==> config.mk <==
export PLATFORM = sky130hd
export DESIGN_NAME = bsr_csr
export DESIGN_NICKNAME = d
export VERILOG_FILES = /design/src/rtl/bilinear_scanout_resampler_unit_macros.svh /design/src/rtl/bsr_pkg.sv /design/src/rtl/bsr_csr.sv
export SDC_FILE = /design/constraint.sdc
export NUM_CORES = 1
export LEC_CHECK = 0
export BUFFER_PORTS_ARGS = -buffer_cell sky130_fd_sc_hd__buf_4
export CORE_UTILIZATION = 30
export CTS_BUF_LIST = sky130_fd_sc_hd__clkbuf_2 sky130_fd_sc_hd__clkbuf_4 sky130_fd_sc_hd__clkbuf_8
export DETAILED_ROUTE_END_ITERATION = 8
export GPL_TIMING_DRIVEN = 0
export PLACE_DENSITY = 0.5
export SETUP_SLACK_MARGIN = 0.02
export SLEW_MARGIN = 0
export SYNTH_ARGS = -nofsm -noshare
export SYNTH_HDL_FRONTEND = slang
export SYNTH_SLANG_ARGS = --single-unit
==> constraint.sdc <==
create_clock -name clock -period 3.1 [get_ports clock]
set_input_delay 0.31 -clock clock [delete_from_list [all_inputs] [get_ports clock]]
set_output_delay 0.31 -clock clock [all_outputs]
set_load 0.01 [all_outputs]
==> src/rtl/bilinear_scanout_resampler_unit_macros.svh <==
`ifndef BILINEAR_SCANOUT_RESAMPLER_UNIT_MACROS_SVH
`define BILINEAR_SCANOUT_RESAMPLER_UNIT_MACROS_SVH

// Same-cycle implication, checked outside reset.
`define BSR_ASSERT_NOW(lbl, ante, cons) \
   lbl: assert property (@(posedge clock) disable iff (reset) (ante) |-> (cons)) \
      else $error("bsr check failed");

// Next-cycle implication, checked outside reset.
`define BSR_ASSERT_NEXT(lbl, ante, cons) \
   lbl: assert property (@(posedge clock) disable iff (reset) (ante) |=> (cons)) \
      else $error("bsr check failed");

`endif

==> src/rtl/bsr_pkg.sv <==
package bsr_pkg;

   localparam int MAX_SOURCE_COLUMNS = 1024;
   localparam int COL_W = 10;
   localparam int ADDR_W = COL_W + 1;

   localparam logic FUNC_LOAD    = 1'b0;
   localparam logic FUNC_REQUEST = 1'b1;

   localparam logic [2:0] REG_X_START     = 3'd0;
   localparam logic [2:0] REG_X_STEP      = 3'd1;
   localparam logic [2:0] REG_Y_START     = 3'd2;
   localparam logic [2:0] REG_Y_STEP      = 3'd3;
   localparam logic [2:0] REG_VIEW_FIRST  = 3'd4;
   localparam logic [2:0] REG_VIEW_LIMIT  = 3'd5;
   localparam logic [2:0] REG_SOURCE_SPAN = 3'd6;
   localparam logic [2:0] REG_MODE_BITS   = 3'd7;

   localparam logic [5:0]  FRAC_ONE   = 6'd32;
   localparam logic [13:0] LANE_ROUND = 14'd16;

   typedef struct packed {
      logic [23:0] x_start;
      logic [11:0] x_step;
      logic [23:0] y_start;
      logic [11:0] y_step;
      logic [9:0]  view_first;
      logic [9:0]  view_limit;
      logic [10:0] source_span;
      logic [1:0]  mode_bits;
   } cfg_type;

   typedef struct packed {
      logic              we;
      logic [ADDR_W-1:0] waddr;
      logic [31:0]       wdata;
      logic [ADDR_W-1:0] raddr;
   } mem_req_type;

endpackage

==> src/rtl/bsr_csr.sv <==
module bsr_csr (
   input  logic              clock,
   input  logic              reset,
   input  logic              csr_psel,
   input  logic              csr_penable,
   input  logic              csr_pwrite,
   input  logic [4:0]        csr_paddr,
   input  logic [31:0]       csr_pwdata,
   output logic [31:0]       csr_prdata,
   output logic              csr_pready,
   output bsr_pkg::cfg_type  cfg
);
   import bsr_pkg::*;

   cfg_type    cfg_ff;
   cfg_type    cfg_in;
   logic       wr_en;
   logic [2:0] idx;

   assign csr_pready = 1'b1;
   assign wr_en = csr_psel && csr_penable && csr_pwrite;
   assign idx = csr_paddr[4:2];
   assign cfg = cfg_ff;

   always_comb begin
      cfg_in = cfg_ff;
      if (wr_en) begin
         case (idx)
            REG_X_START:     cfg_in.x_start = csr_pwdata[23:0];
            REG_X_STEP:      cfg_in.x_step = csr_pwdata[11:0];
            REG_Y_START:     cfg_in.y_start = csr_pwdata[23:0];
            REG_Y_STEP:      cfg_in.y_step = csr_pwdata[11:0];
            REG_VIEW_FIRST:  cfg_in.view_first = csr_pwdata[9:0];
            REG_VIEW_LIMIT:  cfg_in.view_limit = csr_pwdata[9:0];
            REG_SOURCE_SPAN: cfg_in.source_span = csr_pwdata[10:0];
            REG_MODE_BITS:   cfg_in.mode_bits = csr_pwdata[1:0];
            default:         cfg_in = cfg_ff;
         endcase
      end
   end

   always_comb begin
      case (idx)
         REG_X_START:     csr_prdata = {8'd0, cfg_ff.x_start};
         REG_X_STEP:      csr_prdata = {20'd0, cfg_ff.x_step};
         REG_Y_START:     csr_prdata = {8'd0, cfg_ff.y_start};
         REG_Y_STEP:      csr_prdata = {20'd0, cfg_ff.y_step};
         REG_VIEW_FIRST:  csr_prdata = {22'd0, cfg_ff.view_first};
         REG_VIEW_LIMIT:  csr_prdata = {22'd0, cfg_ff.view_limit};
         REG_SOURCE_SPAN: csr_prdata = {21'd0, cfg_ff.source_span};
         REG_MODE_BITS:   csr_prdata = {30'd0, cfg_ff.mode_bits};
         default:         csr_prdata = 32'd0;
      endcase
   end

   always_ff @(posedge clock) begin
      if (reset) begin
         cfg_ff <= '{x_start: 24'd0, x_step: 12'd1024, y_start: 24'd0, y_step: 12'd1024,
                     view_first: 10'd0, view_limit: 10'd0, source_span: 11'd1,
                     mode_bits: 2'd0};
      end else begin
         cfg_ff <= cfg_in;
      end
   end
endmodule

==> reports/qor.yml, run 1 <==
outcome:
  status: "finished clean"
critical_path:
  arrival_ns: 1.84
  critPathKind: "primary input to output port"
  reg2reg_from: "cfg[32]$_SDFFE_PP0P_"
  reg2reg_setup_slack_ns: 2.33
  endpoint: "csr_prdata[5]"
  reg2reg_depth: 2
  r2r-end: "cfg[32]$_SDFFE_PP0P_"
  critPathCaptureType: "output port"
  critPathLaunch: "csr_paddr[2]"
  cp_max_fo: 10
  worstPathRequired_ns: 2.79
  start_kind: "primary input"
clock_tree:
  insertion_delay_ns: 0.38
  cts_tree: "built"
  clock_sinks: 105
  numCtsBuffers: 9
  htreeDepth: 3
  hold_buffers: 0
  cts_resized: 0
  postCtsSetupRepairBufs: 0
  cts-root-buf: "clkbuf_8"
  path_clk_slew_ns: 0.10
  clk_path_buf_depth: 2
yosys:
  synth_cell_types: 38
  synth-async-reset-ratio_pct: 0
  yosys_warnings: 0
  syn_area_per_cell_um2: 9.70
  ys_seq_area_share_pct: 40.5
  synth-seq-cells: 105
  syn_inst: 535
  synth_flop_cell: "dfxtp_1"
  synth_edf_count: 0
  netlist_area_um2: 5190
cells_and_area:
  nets: 754
  multi_input_area_um2: 2770
  nFillCells: 1721
  layout.area.seq_um2: 2100
  layout-drive-gt1-share_pct: 30.2
  largest_reg_flops: 105
  fin_area_um2: 6860
  syn2layout_area_growth_pct: 32.2
  n_antenna_cell: 0
timing:
  tightest_slew_ns: 0.744
  fin_tns_setup_ns: 0
  period_share_pct: 69.3
  slew_viol_final: 0
  finalCriticalPeriod_ns: 2.15
  rsz0062_at_grt: "no"
  slew_headroom_pct: 50.4
  clock_skew_ns: 0
  clock.fmax_mhz: 466
  hold_viol_final: 0
  setup-violations-final: 0
worst_hold_path:
  hold_start: "csr_pwdata[7]"
  min_path_type: "primary input to flip-flop"
die:
  core_area_um2: 16800
  ios: 180
  die_w_um: 134
  initial_core_util_pct: 31.0
  rows: 47
  die_y_um: 134
  die-area_um2: 17800
global_routing:
  grt-ovfl-total: 0
  grt.total_usage_pct: 20.4
  grt_pass1_vias: 4468
  antenna_found_initial: 0
  grt_first_pass_wirelength_um: 27000
  grt_max_degree: 15
detailed_routing:
  ant_nets: 0
  drt_iter0_markers: 311
  drc_errors: 0
  avgRoutedWirePerCell_um: 19.2
  wirelength_um: 18000
  avgViaCountPerCell: 4.76
  dr_total_vias: 4455
  dr.pass1.iters: 4
placement:
  routabilityCongestion: 0.824
  place_area_um2: 6680
  port_buffers: 159
  dpl.hpwl_um: 13400
job:
  maxCapViolations: 0
power:
  p_per_area_nw_per_um2: 360
  vdd_drop_max_mv: 0.176
  power.leakage_nw: 3.24
-- synth_stat cells, types with 3 or more instances --
library cell    n  area share (%)
nor2b_1         6            0.72
o32a_1          3            0.58
buf_6           4            0.87
inv_1          11            0.80
mux2_2          6             1.3
buf_2           7            0.68
nand2b_1      118              14
a32oi_1         8             1.4
nor2_1         28             2.0
nand3_1        14             1.4
nand2_1         8            0.58
mux2i_1       114              22
buf_4          18             2.6
a221o_1         7             1.4
o21ai_0        11             1.1
nand4b_1        4            0.68
dfxtp_1       105              41
clkbuf_1       23             1.7
a21oi_1        14             1.4
a41oi_1         3            0.51
-- where the power goes --
part / internal [mW] / leakage [nW] / switching [mW]
combinational: 0.130 / 2.30 / 0.163
clock: 0.357 / 0.0949 / 0.452
sequential: 1.36 / 0.846 / 0.00926
total: 1.84 / 3.24 / 0.624
-- area by class of cell --
type | instances | area share, %
Timing Repair Buffer | 159 | 17.4
Tap cell | 220 | 4.01
Multi-Input combinational cell | 373 | 40.3
Inverter | 11 | 0.602
Clock buffer | 15 | 2.55
Sequential cell | 105 | 30.6
Buffer | 53 | 4.45
-- per-layer routing --
layer	part of all wire (%)	vias to the layer above	GRT usage [%]	routed length [um]
li1	-	2161	-	-
met1	44	2173	25.8	7850
met2	51	115	35.8	9150
met3	4.9	6	4.03	875
met4	0.57	0	3.85	102
met5	0	-	0	0
-- per-stage QoR --
| step | utilization (%) | instances | power (mW) | hold WS [ns] | setup slack [ns] |
|---|---|---|---|---|---|
| after floorplan | - | 542 | 1.56 | 0.458 | 1.45 |
| after global placement | 39.9 | 921 | 1.69 | 0.473 | 0.967 |
| after detailed placement | 39.9 | 921 | 1.69 | 0.485 | 0.972 |
| after CTS | 40.9 | 936 | 2.50 | 0.180 | 0.966 |
| after global routing | 40.9 | 936 | 2.58 | 0.176 | 0.856 |
| final | 40.9 | 936 | 2.47 | 0.199 | 0.952 |
-- worst min-delay path by stage --
stage	cells after the start	end	slack, ns
floorplan	2	cfg[23]$_SDFFE_PP0P_	0.46
finish	3	cfg[30]$_SDFFE_PP0P_	0.20
global placement	2	cfg[74]$_SDFFE_PP0P_	0.47
detailed placement	2	cfg[48]$_SDFFE_PP0P_	0.48
CTS	3	cfg[31]$_SDFFE_PP0P_	0.18
global route	3	cfg[31]$_SDFFE_PP0P_	0.18
-- cell families (layout without fill, tap and decap cells) --
| family | count (synthesis) | in the layout | share of synthesized area, % |
|---|---|---|---|
| compound gates | 51 | 51 | 6.95 |
| buf+inv | 64 | 238 | 6.68 |
| flops | 105 | 105 | 40.5 |
| mux | 122 | 122 | 24.2 |
| other cells | 2 | 9 | 0.145 |
| simple gates | 191 | 191 | 21.6 |
-- worst max-delay path, stage by stage --
cell	delay (ns)
buf_4	0.10
buf_4	0.19
buf_2	0.30
buf_2	0.32
nand4b_1	0.14
a41oi_1	0.30
buf_4	0.17
-- cells in the final DEF, fill, tap and decap left out --
cell type and instances:
nand2_1 8, a32oi_1 8, dfxtp_1 105, a21oi_1 14, buf_2 7, nor2b_1 6, a41oi_1 3, a31oi_1 2
or3_1 1, and2_1 2, inv_1 11, buf_4 177, and4_1 1, nor2_1 28, clkbuf_4 5, nand3b_1 2
or2_2 1, conb_1 9, and2_4 1, nand2b_1 118, nand2_2 1, nand2_4 1, a221o_1 7, nand3_1 14
nand4b_1 4, clkbuf_1 23, clkbuf_8 10, a221oi_1 1, a32o_1 1, o32a_1 3, buf_6 4, a21boi_0 1
mux4_2 2, o21ai_0 11, mux2i_1 114, buf_1 1, and4b_1 1, and2b_1 1, mux2_2 6, nor3_2 1
(Power assumes the default switching activity.)
==> run 2: changes to the inputs <==
--- a/config.mk
+++ b/config.mk
@@ -10,7 +10,7 @@
 export CTS_BUF_LIST = sky130_fd_sc_hd__clkbuf_2 sky130_fd_sc_hd__clkbuf_4 sky130_fd_sc_hd__clkbuf_8
 export DETAILED_ROUTE_END_ITERATION = 8
 export GPL_TIMING_DRIVEN = 0
-export PLACE_DENSITY = 0.5
+export PLACE_DENSITY = 0.51
 export SETUP_SLACK_MARGIN = 0.02
 export SLEW_MARGIN = 0
 export SYNTH_ARGS = -nofsm -noshare
==> constraint.sdc (replaced) <==
create_clock -name clock -period 1.9 [get_ports clock]
set_input_delay 0.19 -clock clock [delete_from_list [all_inputs] [get_ports clock]]
set_output_delay 0.19 -clock clock [all_outputs]
set_load 0.01 [all_outputs]
==> run 2 against run 1 <==
Against the previous run:
- first-iteration DRC count shrank 20%
- non-clock buffer count shrank 2
- cell count shrank 0.11%
- power grew 75%
- critical path depth is the same
- register-to-register slack lost 1.2 ns
- clock-buffer cell count shrank 4
- wire length grew 0.13%
- sequential share of layout area shrank 0.27 points
- highest routed layer unchanged
- design area grew 0.89%
- sequential cell count is the same
- utilization grew 0.37 points
==> reports/qor.yml, run 2 (synthesis results as in run 1) <==
timing:
  clock.fmax_mhz: 543
  fin_tns_setup_ns: 0  # unchanged
  setup-violations-final: 0  # unchanged
  clock_skew_ns: 0  # unchanged
  rsz0062_at_grt: "no"  # unchanged
  hold_ws_ns: 0.0553  # was 0.199 ns
  slew_headroom_pct: 50.8  # was 50.4%
  period_share_pct: 97.0
  hold_viol_final: 0  # unchanged
  finalCriticalPeriod_ns: 1.84
  slew_viol_final: 0  # unchanged
  tightest_slew_ns: 0.738  # was 0.744 ns
placement:
  dpl.hpwl_um: 13300  # was 13400 um
  port_buffers: 159  # unchanged
  routabilityCongestion: 0.818  # was 0.824
  place_area_um2: 6680  # unchanged
die:
  ios: 180  # unchanged
  die_w_um: 134  # unchanged
  core_area_um2: 16800  # unchanged
  rows: 47  # unchanged
  die_y_um: 134  # unchanged
  die-area_um2: 17800  # unchanged
  initial_core_util_pct: 31.0  # unchanged
critical_path:
  start_kind: "primary input"  # unchanged
  cp_max_fo: 10  # unchanged
  r2r-end: "cfg[23]$_SDFFE_PP0P_"  # was cfg[32]$_SDFFE_PP0P_
  reg2reg_setup_slack_ns: 1.17  # was 2.33 ns
  reg2reg_depth: 2  # unchanged
  reg2reg_from: "cfg[23]$_SDFFE_PP0P_"  # was cfg[32]$_SDFFE_PP0P_
  worstPathRequired_ns: 1.71  # was 2.79 ns
  arrival_ns: 1.65  # was 1.84 ns
  critPathCaptureType: "output port"  # unchanged
  critPathKind: "primary input to output port"  # unchanged
global_routing:
  grt_pass1_vias: 4527  # was 4468
  grt_max_degree: 17  # was 15
  grt-ovfl-total: 0  # unchanged
  grt.total_usage_pct: 20.3  # was 20.4%
  antenna_found_initial: 0  # unchanged
  grt_first_pass_wirelength_um: 26800  # was 27000 um
cells_and_area:
  layout-drive-gt1-share_pct: 30.8  # was 30.2%
  largest_reg_flops: 105  # unchanged
  n_antenna_cell: 0  # unchanged
  syn2layout_area_growth_pct: 33.4  # was 32.2%
  fin_area_um2: 6920  # was 6860 um2
  mostFrequentLayoutCell: "buf_4"  # unchanged
  nets: 752  # was 754
  layout_common_cells: "177 x buf_4, 118 x nand2b_1, 114 x mux2i_1"  # unchanged
outcome:
  status: "finished clean"  # unchanged
clock_tree:
  numCtsBuffers: 9  # unchanged
  clock_sinks: 105  # unchanged
  cts_resized: 1  # was 0
  cts-root-buf: "clkbuf_8"  # unchanged
  postCtsSetupRepairBufs: 0  # unchanged
  clk_path_buf_depth: 2  # unchanged
  insertion_delay_ns: 0.40  # was 0.38 ns
  path_clk_slew_ns: 0.10  # about the same
  htreeDepth: 3  # unchanged
  cts_tree: "built"  # unchanged
  hold_buffers: 0  # unchanged
detailed_routing:
  drt_iter0_markers: 249  # was 311
  ant_nets: 0  # unchanged
  drc_errors: 0  # unchanged
  dr_total_vias: 4464  # was 4455
  avgViaCountPerCell: 4.77  # was 4.76
  dr.pass1.iters: 4  # unchanged
  wirelength_um: 18000  # about the same
  avgRoutedWirePerCell_um: 19.3  # was 19.2 um
job:
  maxCapViolations: 0  # unchanged
worst_hold_path:
  hold_start: "csr_pwdata[2]"  # was csr_pwdata[7]
  hold_depth: 3  # unchanged
  min_to: "cfg[25]$_SDFFE_PP0P_"  # was cfg[30]$_SDFFE_PP0P_
  min_path_type: "primary input to flip-flop"  # unchanged
power:
  power.leakage_nw: 3.27  # was 3.24 nW
  vdd_drop_max_mv: 0.419  # was 0.176 mV
  p_per_area_nw_per_um2: 625  # was 360 nW/um2
-- run 2: cell count changes in the layout (fill, tap and decap cells not counted), sizes merged --
cell / change
clkinv: +3
buf: -1
bufinv: +2
clkbuf: -5
-- run 2: how the worst max path moves through the flow --
stage | start | to | slack, ns | cells past startpoint
finish | csr_paddr[4] | csr_prdata[9] | 0.06 | 7
global route | csr_paddr[4] | csr_prdata[0] | 0.02 | 7
CTS | csr_paddr[2] | csr_prdata[5] | 0.02 | 7
detailed placement | csr_paddr[2] | csr_prdata[5] | 0.0007 | 7
global placement | csr_paddr[2] | csr_prdata[5] | 0.02 | 7
floorplan | csr_paddr[3] | csr_prdata[4] | 0.49 | 5
-- run 2: final cells by class --
class | instances | area, um2
Multi-Input combinational cell | 373 | 2780
Fill cell | 1677 | 9840
Tap cell | 220 | 275
Timing Repair Buffer | 159 | 1190
Inverter | 11 | 41.3
Clock buffer | 11 | 145
Clock inverter | 5 | 78.8
Sequential cell | 105 | 2100
Buffer | 51 | 308
-- run 2: power breakdown --
part	switching, mW	internal (mW)	total [mW]
Sequential	0.0149	2.22	2.23
Combinational	0.270	0.215	0.485
Clock	0.820	0.792	1.61
Total	1.10	3.22	4.33
-- run 2: through the flow --
step / worst slack (ns) / total power [mW] / utilization, % / instances
2_1_floorplan: 0.486 / 2.55 / - / 542
3_3_place_gp: 0.0163 / 2.76 / 39.9 / 921
3_5_place_dp: 0.000687 / 2.77 / 39.9 / 921
4_1_cts: 0.0203 / 4.35 / 41.2 / 937
5_1_grt: 0.0213 / 4.46 / 41.3 / 935
6_report: 0.0571 / 4.33 / 41.3 / 935
-- run 2: per-layer routing --
metal  global-route usage, %  vias to the layer above  share of wire [%]
met3                    2.93                       12                5.7
met5                       0                        -                  0
met2                    34.1                      137                 49
li1                        -                     2163                  -
met1                    26.7                     2152                 44
met4                    6.12                        0                1.1
-- run 2: worst max-delay path, cell delays in order --
cell,delay (ns)
buf_4,0.08
buf_4,0.16
nor2b_1,0.06
clkbuf_1,0.28
a32o_1,0.36
o32a_1,0.37
buf_4,0.15
