[src/rtl/bilinear_scanout_resampler_unit_macros.svh]
`ifndef BILINEAR_SCANOUT_RESAMPLER_UNIT_MACROS_SVH
`define BILINEAR_SCANOUT_RESAMPLER_UNIT_MACROS_SVH

// Same-cycle implication, checked outside reset.
`define BSR_ASSERT_NOW(lbl, ante, cons) \
   lbl: assert property (@(posedge clock) disable iff (reset) (ante) |-> (cons)) \
      else $error("bsr check failed");

// Next-cycle implication, checked outside reset.
`define BSR_ASSERT_NEXT(lbl, ante, cons) \
   lbl: assert property (@(posedge clock) disable iff (reset) (ante) |=> (cons)) \
      else $error("bsr check failed");

`endif

[src/rtl/bsr_pkg.sv]
package bsr_pkg;

   localparam int MAX_SOURCE_COLUMNS = 1024;
   localparam int COL_W = 10;
   localparam int ADDR_W = COL_W + 1;

   localparam logic FUNC_LOAD    = 1'b0;
   localparam logic FUNC_REQUEST = 1'b1;

   localparam logic [2:0] REG_X_START     = 3'd0;
   localparam logic [2:0] REG_X_STEP      = 3'd1;
   localparam logic [2:0] REG_Y_START     = 3'd2;
   localparam logic [2:0] REG_Y_STEP      = 3'd3;
   localparam logic [2:0] REG_VIEW_FIRST  = 3'd4;
   localparam logic [2:0] REG_VIEW_LIMIT  = 3'd5;
   localparam logic [2:0] REG_SOURCE_SPAN = 3'd6;
   localparam logic [2:0] REG_MODE_BITS   = 3'd7;

   localparam logic [5:0]  FRAC_ONE   = 6'd32;
   localparam logic [13:0] LANE_ROUND = 14'd16;

   typedef struct packed {
      logic [23:0] x_start;
      logic [11:0] x_step;
      logic [23:0] y_start;
      logic [11:0] y_step;
      logic [9:0]  view_first;
      logic [9:0]  view_limit;
      logic [10:0] source_span;
      logic [1:0]  mode_bits;
   } cfg_type;

   typedef struct packed {
      logic              we;
      logic [ADDR_W-1:0] waddr;
      logic [31:0]       wdata;
      logic [ADDR_W-1:0] raddr;
   } mem_req_type;

endpackage

[src/rtl/bsr_if.sv]
interface bsr_req_if;
   logic        valid;
   logic        ready;
   logic        func;
   logic [15:0] source_row;
   logic [9:0]  source_col;
   logic [31:0] pixel_raw;
   logic [9:0]  out_x;
   logic [9:0]  out_y;
   modport source (output valid, func, source_row, source_col, pixel_raw, out_x, out_y,
                   input ready);
   modport sink (input valid, func, source_row, source_col, pixel_raw, out_x, out_y,
                 output ready);
endinterface

interface bsr_rsp_if;
   logic       valid;
   logic       ready;
   logic [7:0] red;
   logic [7:0] green;
   logic [7:0] blue;
   logic [7:0] alpha;
   logic       blanked;
   logic       row_missing;
   modport source (output valid, red, green, blue, alpha, blanked, row_missing,
                   input ready);
   modport sink (input valid, red, green, blue, alpha, blanked, row_missing,
                 output ready);
endinterface

[src/rtl/bsr_engine.sv]
`include "bilinear_scanout_resampler_unit_macros.svh"

module bsr_engine (
   input  logic                  clock,
   input  logic                  reset,
   input  bsr_pkg::cfg_type      cfg,
   bsr_req_if.sink               req_ch,
   bsr_rsp_if.source             rsp_ch,
   output bsr_pkg::mem_req_type  mem_req,
   input  logic [31:0]           mem_rdata
);
   import bsr_pkg::*;

   localparam logic [2:0] S_IDLE = 3'd0;
   localparam logic [2:0] S_LOOK = 3'd1;
   localparam logic [2:0] S_RD0  = 3'd2;
   localparam logic [2:0] S_RD1  = 3'd3;
   localparam logic [2:0] S_RD2  = 3'd4;
   localparam logic [2:0] S_RD3  = 3'd5;
   localparam logic [2:0] S_RD4  = 3'd6;
   localparam logic [2:0] S_MIX  = 3'd7;

   function automatic logic [7:0] expand5(input logic [4:0] v);
      return {v, v[4:2]};
   endfunction

   function automatic logic [31:0] decode(input logic [31:0] raw, input logic full);
      if (full) begin
         return raw;
      end
      return {expand5(raw[15:11]), expand5(raw[10:6]), expand5(raw[5:1]),
              raw[0] ? 8'hff : 8'h00};
   endfunction

   function automatic logic [31:0] blend(input logic [31:0] a, input logic [31:0] b,
                                         input logic [4:0] f);
      logic [5:0]  inv;
      logic [13:0] acc;
      logic [31:0] res;
      inv = FRAC_ONE - {1'b0, f};
      res = '0;
      for (int k = 0; k < 4; k++) begin
         acc = {6'd0, a[8*k +: 8]} * {8'd0, inv} + {6'd0, b[8*k +: 8]} * {9'd0, f}
               + LANE_ROUND;
         res[8*k +: 8] = acc[12:5];
      end
      return res;
   endfunction

   logic [2:0]  state_ff, state_in;
   logic [15:0] tag_ff [2];
   logic [15:0] tag_in [2];
   logic [1:0]  valid_ff, valid_in;
   logic        next_slot_ff, next_slot_in;

   logic [24:0] cx_ff, cx_in, cy_ff, cy_in;
   logic [9:0]  ox_ff, ox_in;
   logic [9:0]  sx_ff, sx_in, nx_ff, nx_in;
   logic [4:0]  fx_ff, fx_in, fy_ff, fy_in;
   logic        s0_ff, s0_in, s1_ff, s1_in;
   logic        bilin_ff, bilin_in, need1_ff, need1_in;
   logic        blank_ff, blank_in, miss_ff, miss_in;
   logic [31:0] p_ff, p_in, h0_ff, h0_in, h1_ff, h1_in;

   logic        rsp_valid_ff, rsp_valid_in;
   logic [31:0] color_ff, color_in;
   logic        rsp_blank_ff, rsp_blank_in, rsp_miss_ff, rsp_miss_in;

   logic        accept, claim, ld_hit0, ld_hit1;
   logic [14:0] sy, sx_raw;
   logic [15:0] sx_next, sy_next;
   logic        y0_hit0, y0_hit1, y1_hit0, y1_hit1, out_free;
   logic [31:0] row_mix;

   assign accept = req_ch.valid && req_ch.ready;
   assign req_ch.ready = (state_ff == S_IDLE);
   assign out_free = !rsp_valid_ff || rsp_ch.ready;

   assign ld_hit0 = valid_ff[0] && (tag_ff[0] == req_ch.source_row);
   assign ld_hit1 = valid_ff[1] && (tag_ff[1] == req_ch.source_row);
   assign claim = accept && (req_ch.func == FUNC_LOAD) && !ld_hit0 && !ld_hit1
                  && (req_ch.source_col == 10'd0);

   assign sx_raw = cx_ff[24:10];
   assign sy = cy_ff[24:10];
   assign sx_next = {1'b0, sx_raw} + 16'd1;
   assign sy_next = {1'b0, sy} + 16'd1;
   assign y0_hit0 = valid_ff[0] && (tag_ff[0] == {1'b0, sy});
   assign y0_hit1 = valid_ff[1] && (tag_ff[1] == {1'b0, sy});
   assign y1_hit0 = valid_ff[0] && (tag_ff[0] == sy_next);
   assign y1_hit1 = valid_ff[1] && (tag_ff[1] == sy_next);

   // Horizontal blend of the pair just read, or the left sample when replicating.
   assign row_mix = bilin_ff ? blend(p_ff, mem_rdata, fx_ff) : p_ff;

   always_comb begin
      state_in = state_ff;
      tag_in = tag_ff;
      valid_in = valid_ff;
      next_slot_in = next_slot_ff;
      cx_in = cx_ff;
      cy_in = cy_ff;
      ox_in = ox_ff;
      sx_in = sx_ff;
      nx_in = nx_ff;
      fx_in = fx_ff;
      fy_in = fy_ff;
      s0_in = s0_ff;
      s1_in = s1_ff;
      bilin_in = bilin_ff;
      need1_in = need1_ff;
      blank_in = blank_ff;
      miss_in = miss_ff;
      p_in = p_ff;
      h0_in = h0_ff;
      h1_in = h1_ff;
      rsp_valid_in = rsp_valid_ff && !rsp_ch.ready;
      color_in = color_ff;
      rsp_blank_in = rsp_blank_ff;
      rsp_miss_in = rsp_miss_ff;
      mem_req.we = 1'b0;
      mem_req.waddr = '0;
      mem_req.wdata = decode(req_ch.pixel_raw, cfg.mode_bits[0]);
      mem_req.raddr = {s0_ff, sx_ff};

      case (state_ff)
         S_IDLE: begin
            if (accept) begin
               if (req_ch.func == FUNC_LOAD) begin
                  if (claim) begin
                     tag_in[next_slot_ff] = req_ch.source_row;
                     valid_in[next_slot_ff] = 1'b1;
                     next_slot_in = !next_slot_ff;
                  end
                  mem_req.we = ld_hit0 || ld_hit1 || claim;
                  mem_req.waddr = {ld_hit0 ? 1'b0 : (ld_hit1 ? 1'b1 : next_slot_ff),
                                   req_ch.source_col};
               end else begin
                  cx_in = {1'b0, cfg.x_start} + 25'({req_ch.out_x} * {cfg.x_step});
                  cy_in = {1'b0, cfg.y_start} + 25'({req_ch.out_y} * {cfg.y_step});
                  ox_in = req_ch.out_x;
                  state_in = S_LOOK;
               end
            end
         end
         S_LOOK: begin
            bilin_in = cfg.mode_bits[1];
            fx_in = cx_ff[9:5];
            fy_in = cy_ff[9:5];
            need1_in = cfg.mode_bits[1] && (cy_ff[9:5] != 5'd0);
            blank_in = (ox_ff < cfg.view_first) || (ox_ff >= cfg.view_limit);
            miss_in = !(y0_hit0 || y0_hit1)
                      || (need1_in && !(y1_hit0 || y1_hit1));
            s0_in = !y0_hit0;
            s1_in = need1_in ? !y1_hit0 : !y0_hit0;
            sx_in = (sx_raw > 15'd1023) ? 10'd1023 : sx_raw[9:0];
            if (sx_next < {5'd0, cfg.source_span}) begin
               nx_in = (sx_next > 16'd1023) ? 10'd1023 : sx_next[9:0];
            end else begin
               nx_in = (sx_raw > 15'd1023) ? 10'd1023 : sx_raw[9:0];
            end
            state_in = (blank_in || miss_in) ? S_MIX : S_RD0;
         end
         S_RD0: begin
            mem_req.raddr = {s0_ff, sx_ff};
            state_in = S_RD1;
         end
         S_RD1: begin
            mem_req.raddr = {s0_ff, nx_ff};
            p_in = mem_rdata;
            state_in = S_RD2;
         end
         S_RD2: begin
            mem_req.raddr = {s1_ff, sx_ff};
            h0_in = row_mix;
            state_in = S_RD3;
         end
         S_RD3: begin
            mem_req.raddr = {s1_ff, nx_ff};
            p_in = mem_rdata;
            state_in = S_RD4;
         end
         S_RD4: begin
            h1_in = row_mix;
            state_in = S_MIX;
         end
         S_MIX: begin
            if (out_free) begin
               rsp_valid_in = 1'b1;
               rsp_blank_in = blank_ff;
               rsp_miss_in = miss_ff && !blank_ff;
               if (blank_ff || miss_ff) begin
                  color_in = 32'd0;
               end else if (need1_ff) begin
                  color_in = blend(h0_ff, h1_ff, fy_ff);
               end else begin
                  color_in = h0_ff;
               end
               state_in = S_IDLE;
            end
         end
         default: state_in = S_IDLE;
      endcase
   end

   always_ff @(posedge clock) begin
      if (reset) begin
         state_ff <= S_IDLE;
         tag_ff[0] <= 16'd0;
         tag_ff[1] <= 16'd0;
         valid_ff <= 2'b00;
         next_slot_ff <= 1'b0;
         rsp_valid_ff <= 1'b0;
      end else begin
         state_ff <= state_in;
         tag_ff <= tag_in;
         valid_ff <= valid_in;
         next_slot_ff <= next_slot_in;
         rsp_valid_ff <= rsp_valid_in;
      end
   end

   always_ff @(posedge clock) begin
      cx_ff <= cx_in;
      cy_ff <= cy_in;
      ox_ff <= ox_in;
      sx_ff <= sx_in;
      nx_ff <= nx_in;
      fx_ff <= fx_in;
      fy_ff <= fy_in;
      s0_ff <= s0_in;
      s1_ff <= s1_in;
      bilin_ff <= bilin_in;
      need1_ff <= need1_in;
      blank_ff <= blank_in;
      miss_ff <= miss_in;
      p_ff <= p_in;
      h0_ff <= h0_in;
      h1_ff <= h1_in;
      color_ff <= color_in;
      rsp_blank_ff <= rsp_blank_in;
      rsp_miss_ff <= rsp_miss_in;
   end

   assign rsp_ch.valid = rsp_valid_ff;
   assign rsp_ch.red = color_ff[31:24];
   assign rsp_ch.green = color_ff[23:16];
   assign rsp_ch.blue = color_ff[15:8];
   assign rsp_ch.alpha = color_ff[7:0];
   assign rsp_ch.blanked = rsp_blank_ff;
   assign rsp_ch.row_missing = rsp_miss_ff;

   `BSR_ASSERT_NOW(a_flags_exclusive, rsp_valid_ff, !(rsp_blank_ff && rsp_miss_ff))
   `BSR_ASSERT_NOW(a_flagged_black, rsp_valid_ff && (rsp_blank_ff || rsp_miss_ff),
                   color_ff == 32'd0)
   `BSR_ASSERT_NEXT(a_claim_toggles, claim, next_slot_ff != $past(next_slot_ff))
   `BSR_ASSERT_NEXT(a_mix_delivers, (state_ff == S_MIX) && out_free, rsp_valid_ff)
   `BSR_ASSERT_NOW(a_no_write_busy, state_ff != S_IDLE, !mem_req.we)
endmodule

[src/flat_wrapper.sv]
// flat-port wrapper written by rule: the top's interface ports become plain ports
module bsr_engine_flat import bsr_pkg::*;
  (clock, reset, cfg, mem_req, mem_rdata, req_ch_valid, req_ch_func, req_ch_source_row, req_ch_source_col, req_ch_pixel_raw, req_ch_out_x, req_ch_out_y, req_ch_ready, rsp_ch_valid, rsp_ch_red, rsp_ch_green, rsp_ch_blue, rsp_ch_alpha, rsp_ch_blanked, rsp_ch_row_missing, rsp_ch_ready);
  bsr_req_if req_ch_i ();
  bsr_rsp_if rsp_ch_i ();
  input  logic clock;
  input  logic reset;
  input  bsr_pkg::cfg_type cfg;
  output bsr_pkg::mem_req_type mem_req;
  input  logic [31:0] mem_rdata;
  input wire logic [$bits(req_ch_i.valid)-1:0] req_ch_valid;
  input wire logic [$bits(req_ch_i.func)-1:0] req_ch_func;
  input wire logic [$bits(req_ch_i.source_row)-1:0] req_ch_source_row;
  input wire logic [$bits(req_ch_i.source_col)-1:0] req_ch_source_col;
  input wire logic [$bits(req_ch_i.pixel_raw)-1:0] req_ch_pixel_raw;
  input wire logic [$bits(req_ch_i.out_x)-1:0] req_ch_out_x;
  input wire logic [$bits(req_ch_i.out_y)-1:0] req_ch_out_y;
  output wire logic [$bits(req_ch_i.ready)-1:0] req_ch_ready;
  output wire logic [$bits(rsp_ch_i.valid)-1:0] rsp_ch_valid;
  output wire logic [$bits(rsp_ch_i.red)-1:0] rsp_ch_red;
  output wire logic [$bits(rsp_ch_i.green)-1:0] rsp_ch_green;
  output wire logic [$bits(rsp_ch_i.blue)-1:0] rsp_ch_blue;
  output wire logic [$bits(rsp_ch_i.alpha)-1:0] rsp_ch_alpha;
  output wire logic [$bits(rsp_ch_i.blanked)-1:0] rsp_ch_blanked;
  output wire logic [$bits(rsp_ch_i.row_missing)-1:0] rsp_ch_row_missing;
  input wire logic [$bits(rsp_ch_i.ready)-1:0] rsp_ch_ready;
  assign req_ch_i.valid = req_ch_valid;
  assign req_ch_i.func = req_ch_func;
  assign req_ch_i.source_row = req_ch_source_row;
  assign req_ch_i.source_col = req_ch_source_col;
  assign req_ch_i.pixel_raw = req_ch_pixel_raw;
  assign req_ch_i.out_x = req_ch_out_x;
  assign req_ch_i.out_y = req_ch_out_y;
  assign req_ch_ready = req_ch_i.ready;
  assign rsp_ch_valid = rsp_ch_i.valid;
  assign rsp_ch_red = rsp_ch_i.red;
  assign rsp_ch_green = rsp_ch_i.green;
  assign rsp_ch_blue = rsp_ch_i.blue;
  assign rsp_ch_alpha = rsp_ch_i.alpha;
  assign rsp_ch_blanked = rsp_ch_i.blanked;
  assign rsp_ch_row_missing = rsp_ch_i.row_missing;
  assign rsp_ch_i.ready = rsp_ch_ready;
  bsr_engine u_core (.clock(clock), .reset(reset), .cfg(cfg), .req_ch(req_ch_i), .rsp_ch(rsp_ch_i), .mem_req(mem_req), .mem_rdata(mem_rdata));
endmodule
[config.mk]
export PLATFORM = sky130hd
export DESIGN_NAME = bsr_engine_flat
export DESIGN_NICKNAME = d
export VERILOG_FILES = /design/src/rtl/bsr_pkg.sv /design/src/rtl/bsr_if.sv /design/src/rtl/bsr_engine.sv /design/src/flat_wrapper.sv
export VERILOG_INCLUDE_DIRS = /design/src /design/src/rtl
export SDC_FILE = /design/constraint.sdc
export NUM_CORES = 2
export LEC_CHECK = 0
export BUFFER_PORTS_ARGS = -buffer_cell sky130_fd_sc_hd__buf_4
export CAP_MARGIN = 20
export CORE_ASPECT_RATIO = 1.25
export CORE_UTILIZATION = 40
export CTS_CLUSTER_SIZE = 10
export DETAILED_ROUTE_END_ITERATION = 12
export HOLD_SLACK_MARGIN = 0.15
export SLEW_MARGIN = 20
export SYNTH_ARGS = -nofsm -noshare
export SYNTH_HDL_FRONTEND = slang
export SYNTH_SLANG_ARGS = --single-unit
[constraint.sdc]
create_clock -name clock -period 8.55 [get_ports clock]
set_clock_uncertainty 0.2 [all_clocks]
set_input_delay 1.71 -clock clock [delete_from_list [all_inputs] [get_ports clock]]
set_output_delay 1.71 -clock clock [all_outputs]
set_load 0.1 [all_outputs]
==> flow_summary.rst <==
.. list-table::
   :header-rows: 1

   * - Metric
     - Value
   * - Outcome
     - complete, no violations
   * - Core Area
     - 105700 um2
   * - Number of gates resized after CTS
     - 0
   * - Reg area
     - 7267 um2
   * - Cells along the critical path
     - nor3_1, nor3b_2, buf_4, and2_1, fa_1, fa_1, fa_1, fa_1, fa_1, ha_1, nand3_1, o211ai_1, nor4_1, nor3_1, a2111o_1, a21oi_1, xnor2_1, a211o_1, a31oi_1
   * - Starting DRC count in detailed routing
     - 1138
   * - Proportion of layout cells with a drive suffix above 1
     - 0.09462
   * - Synthesized netlist cell count
     - 4605
   * - Cell with the most instances on the worst path
     - fa_1
   * - Number of buffers created by CTS
     - 37
   * - CP max FO
     - 17
   * - CTS H-tree depth
     - 2
   * - Number of port buffers
     - 310
   * - Vias after detailed routing
     - 30530
   * - Average vias per placed instance
     - 4.870
   * - Synth top area cells
     - fa_1 32%, edfxtp_1 15%, ha_1 13%, inv_1 9.1%, and2_1 8.0%
   * - Number of distinct library cell variants in the gate-level netlist after synthesis
     - 70
   * - Post-synthesis mux area share
     - 0.02180
   * - Clock sink count
     - 255
   * - RSZ-0062 raised after global routing
     - false
   * - Buf+Inv Stages, Crit Path
     - 1
   * - Startpoint kind of the worst setup timing path
     - flip-flop
   * - Netlist Area Pre-Place
     - 42870 um2
   * - Net count after synthesis
     - 5959
   * - Average wire per cell in the routed design
     - 16.99 um
   * - Area delta synth->final
     - 11.75%
   * - Pin count of the biggest net entering global routing
     - 59
   * - Drt drc
     - 0
   * - Antenna violation net count after detailed routing
     - 0
   * - TritonCTS clock tree
     - done
   * - Wire length of the first global-routing pass
     - 173700 um
   * - Arrival time at the worst endpoint
     - 7.32 ns
   * - Measured slew at the worst slew-check pin
     - 1.004 ns
   * - Number of flip-flops and latches in the synthesized netlist
     - 255
   * - Die outline height
     - 368.0 um
   * - Total negative slack for setup checks
     - 0 ns
   * - Synth Flop Type
     - edfxtp_1
   * - Worst skew pair latency
     - 0.58 ns
   * - FP Rows
     - 133
   * - Minimum clock period after layout
     - 7.106 ns
   * - Worst path slowest cell
     - edfxtp_1
   * - Starting density of the core
     - 0.4057
   * - Kind of cell with the highest combined delay on the critical path
     - adder cells
   * - Simple-gate area share of the yosys netlist
     - 0.1737
   * - Placed wire-length estimate
     - 87830 um
   * - Max-slew violation total from the final report
     - 0
   * - RD Place Congestion
     - 0.8748
   * - Count of boundary I/O pins
     - 311
   * - Endpoint kind of the worst setup timing path
     - flip-flop
   * - Count of yosys warnings during synthesis
     - 0
   * - DIE WIDTH
     - 294.8 um
   * - WP data required
     - 8.76 ns
   * - Worst min path class
     - flip-flop to flip-flop
   * - Dominant combinational cell family by area after synthesis
     - adder cells
   * - Max Cap Violations
     - 0
   * - Seq/Total Area, Yosys
     - 0.1695
   * - Combined area of the multi-input logic cells
     - 31170 um2
   * - Biggest cell delay along the critical path
     - 0.64 ns
   * - Proportion of register bits with asynchronous set or reset after synthesis
     - 0
   * - Clock transition at the register clock pins on the worst setup and hold paths after CTS
     - 0.05 ns
   * - Number of antenna diodes
     - 0
   * - Startpoint-to-endpoint class of the critical path
     - flip-flop to flip-flop
   * - Share of the synthesized area in compound gates (AO/OA/AOI/OAI)
     - 0.04051
   * - Worst rel slew slack
     - 0.3299
   * - Die footprint
     - 108500 um2
   * - Number of detailed-route iterations in the first pass
     - 5
   * - Clk Tree Root Cell
     - clkbuf_16
   * - Post-synthesis share of cell area spent on xor and xnor gates
     - 0.03902
   * - Filler Cell Count
     - 10250
   * - EDFF count, synth
     - 216
   * - Post-synth top area cell
     - fa_1
   * - Avg Synthesized Cell Area
     - 9.310 um2
   * - Final hold viol count
     - 0
   * - Count of final setup violators
     - 0
   * - GR Overflow Total
     - 0
   * - Number of post-CTS setup repair buffers
     - 0
   * - Total wire length after detailed routing
     - 106500 um
   * - Vias in the first global route
     - 32900
   * - Fraction of synthesized cell area taken by the top area cell type
     - 0.3166
   * - Total routing usage reported by global routing
     - 0.2030
   * - Buffers from clock root to sink, at most
     - 3
   * - Post-synthesis adder-cell area fraction
     - 0.4497
   * - Number of nets in the final layout
     - 6183
   * - Post-route fraction of the period consumed by the critical path
     - 0.8311
   * - Hold bufs inserted after CTS
     - 0
   * - Highest attainable clock frequency
     - 140.7 MHz
   * - Antenna violations before repair
     - 12
[final timing paths]
check / startpoint / to / slack [ns] / cells after the start
max reg2reg: u_core.fy_ff[1] / u_core.color_ff[23] / 1.44 / 19
min reg2reg: u_core.cx_ff[6] / u_core.fx_ff[1] / 0.22 / 0
max: u_core.fy_ff[1] / u_core.color_ff[23] / 1.44 / 19
min: u_core.cx_ff[6] / u_core.fx_ff[1] / 0.22 / 0
[cell usage in the layout (no fill, tap or decap), drive strengths merged, types with 26 or more instances in the layout]
cell type / Yosys / final
a21oi: 54 / 54
and2: 547 / 547
buf: 17 / 348
clkbuf: 146 / 48
dfxtp: 39 / 39
edfxtp: 216 / 216
fa: 678 / 678
ha: 456 / 456
inv: 1039 / 1038
mux2: 27 / 27
mux2i: 63 / 63
nand2: 532 / 532
nand3: 41 / 41
nand4: 26 / 26
nor2: 186 / 186
nor3: 46 / 46
o21a: 27 / 27
o21ai: 44 / 44
xnor2: 122 / 122
xor2: 69 / 69
[layout make-up]
class | count | area share
Multi-Input combinational cell | 3148 | 0.6505
Inverter | 1039 | 0.08140
Clock inverter | 13 | 0.002507
Tap cell | 1417 | 0.03701
Timing Repair Buffer | 348 | 0.05521
Clock buffer | 48 | 0.02170
Sequential cell | 255 | 0.1517
[per-stage QoR]
stage / cells / area [um2] / util / hold slack, ns / setup WS (ns)
finish: 6268 / 47910 / 0.4534 / 0.2157 / 1.444
global route: 6268 / 47910 / 0.4534 / 0.2356 / 1.028
CTS: 6267 / 47880 / 0.4531 / 0.2175 / 1.407
detailed placement: 6206 / 46720 / 0.4421 / 0.2056 / 1.065
global placement: 6206 / 46720 / 0.4421 / 0.2136 / 1.132
floorplan: 4605 / 42870 / - / 0.2003 / 1.443
[synthesized netlist by cell type, types with 20 or more instances]
library cell  number
fa_1             678
nand3_1           41
nor2_1           186
o21ai_0           42
dfxtp_1           39
and2_1           547
o21a_1            27
mux2_2            27
ha_1             456
nand2b_1          20
edfxtp_1         216
nand4_1           25
mux2i_1           63
nor3_1            46
xnor2_1          122
clkbuf_1         146
nand2_1          532
a21oi_1           54
xor2_1            69
a211oi_1          20
inv_1           1039
[logic make-up (layout without fill, tap and decap cells)]
| kind of cell | after synthesis | after routing |
|---|---|---|
| AO/OA/AOI/OAI | 252 | 252 |
| XOR/XNOR | 191 | 191 |
| adder cells (fa/ha/maj) | 1134 | 1134 |
| buffers and inverters | 1202 | 1448 |
| flip-flops | 255 | 255 |
| multiplexers | 90 | 90 |
| AND/OR/NAND/NOR | 1481 | 1481 |
[metal layers]
metal | routed length, um | track usage | vias to the layer above
met5 | 101 | 0 | -
met3 | 4199 | 0.02958 | 148
met2 | 56570 | 0.3816 | 484
met1 | 42820 | 0.2358 | 15370
met4 | 2779 | 0.05589 | 16
li1 | - | - | 14510
[flip-flops by register name (all words and copies together) (netlist names), 2 cells and up]
signal           cells
u_core.state_ff      3
u_core.ox_ff        10
u_core.cx_ff        20
u_core.nx_ff        10
u_core.tag_ff       32
u_core.sx_ff        10
u_core.color_ff     32
u_core.fx_ff         5
u_core.cy_ff        20
u_core.p_ff         32
u_core.h0_ff        32
u_core.fy_ff         5
u_core.valid_ff      2
u_core.h1_ff        32
Power is not shown: default switching activity piles up to over one toggle a cycle in this logic, so the estimate is an artifact.
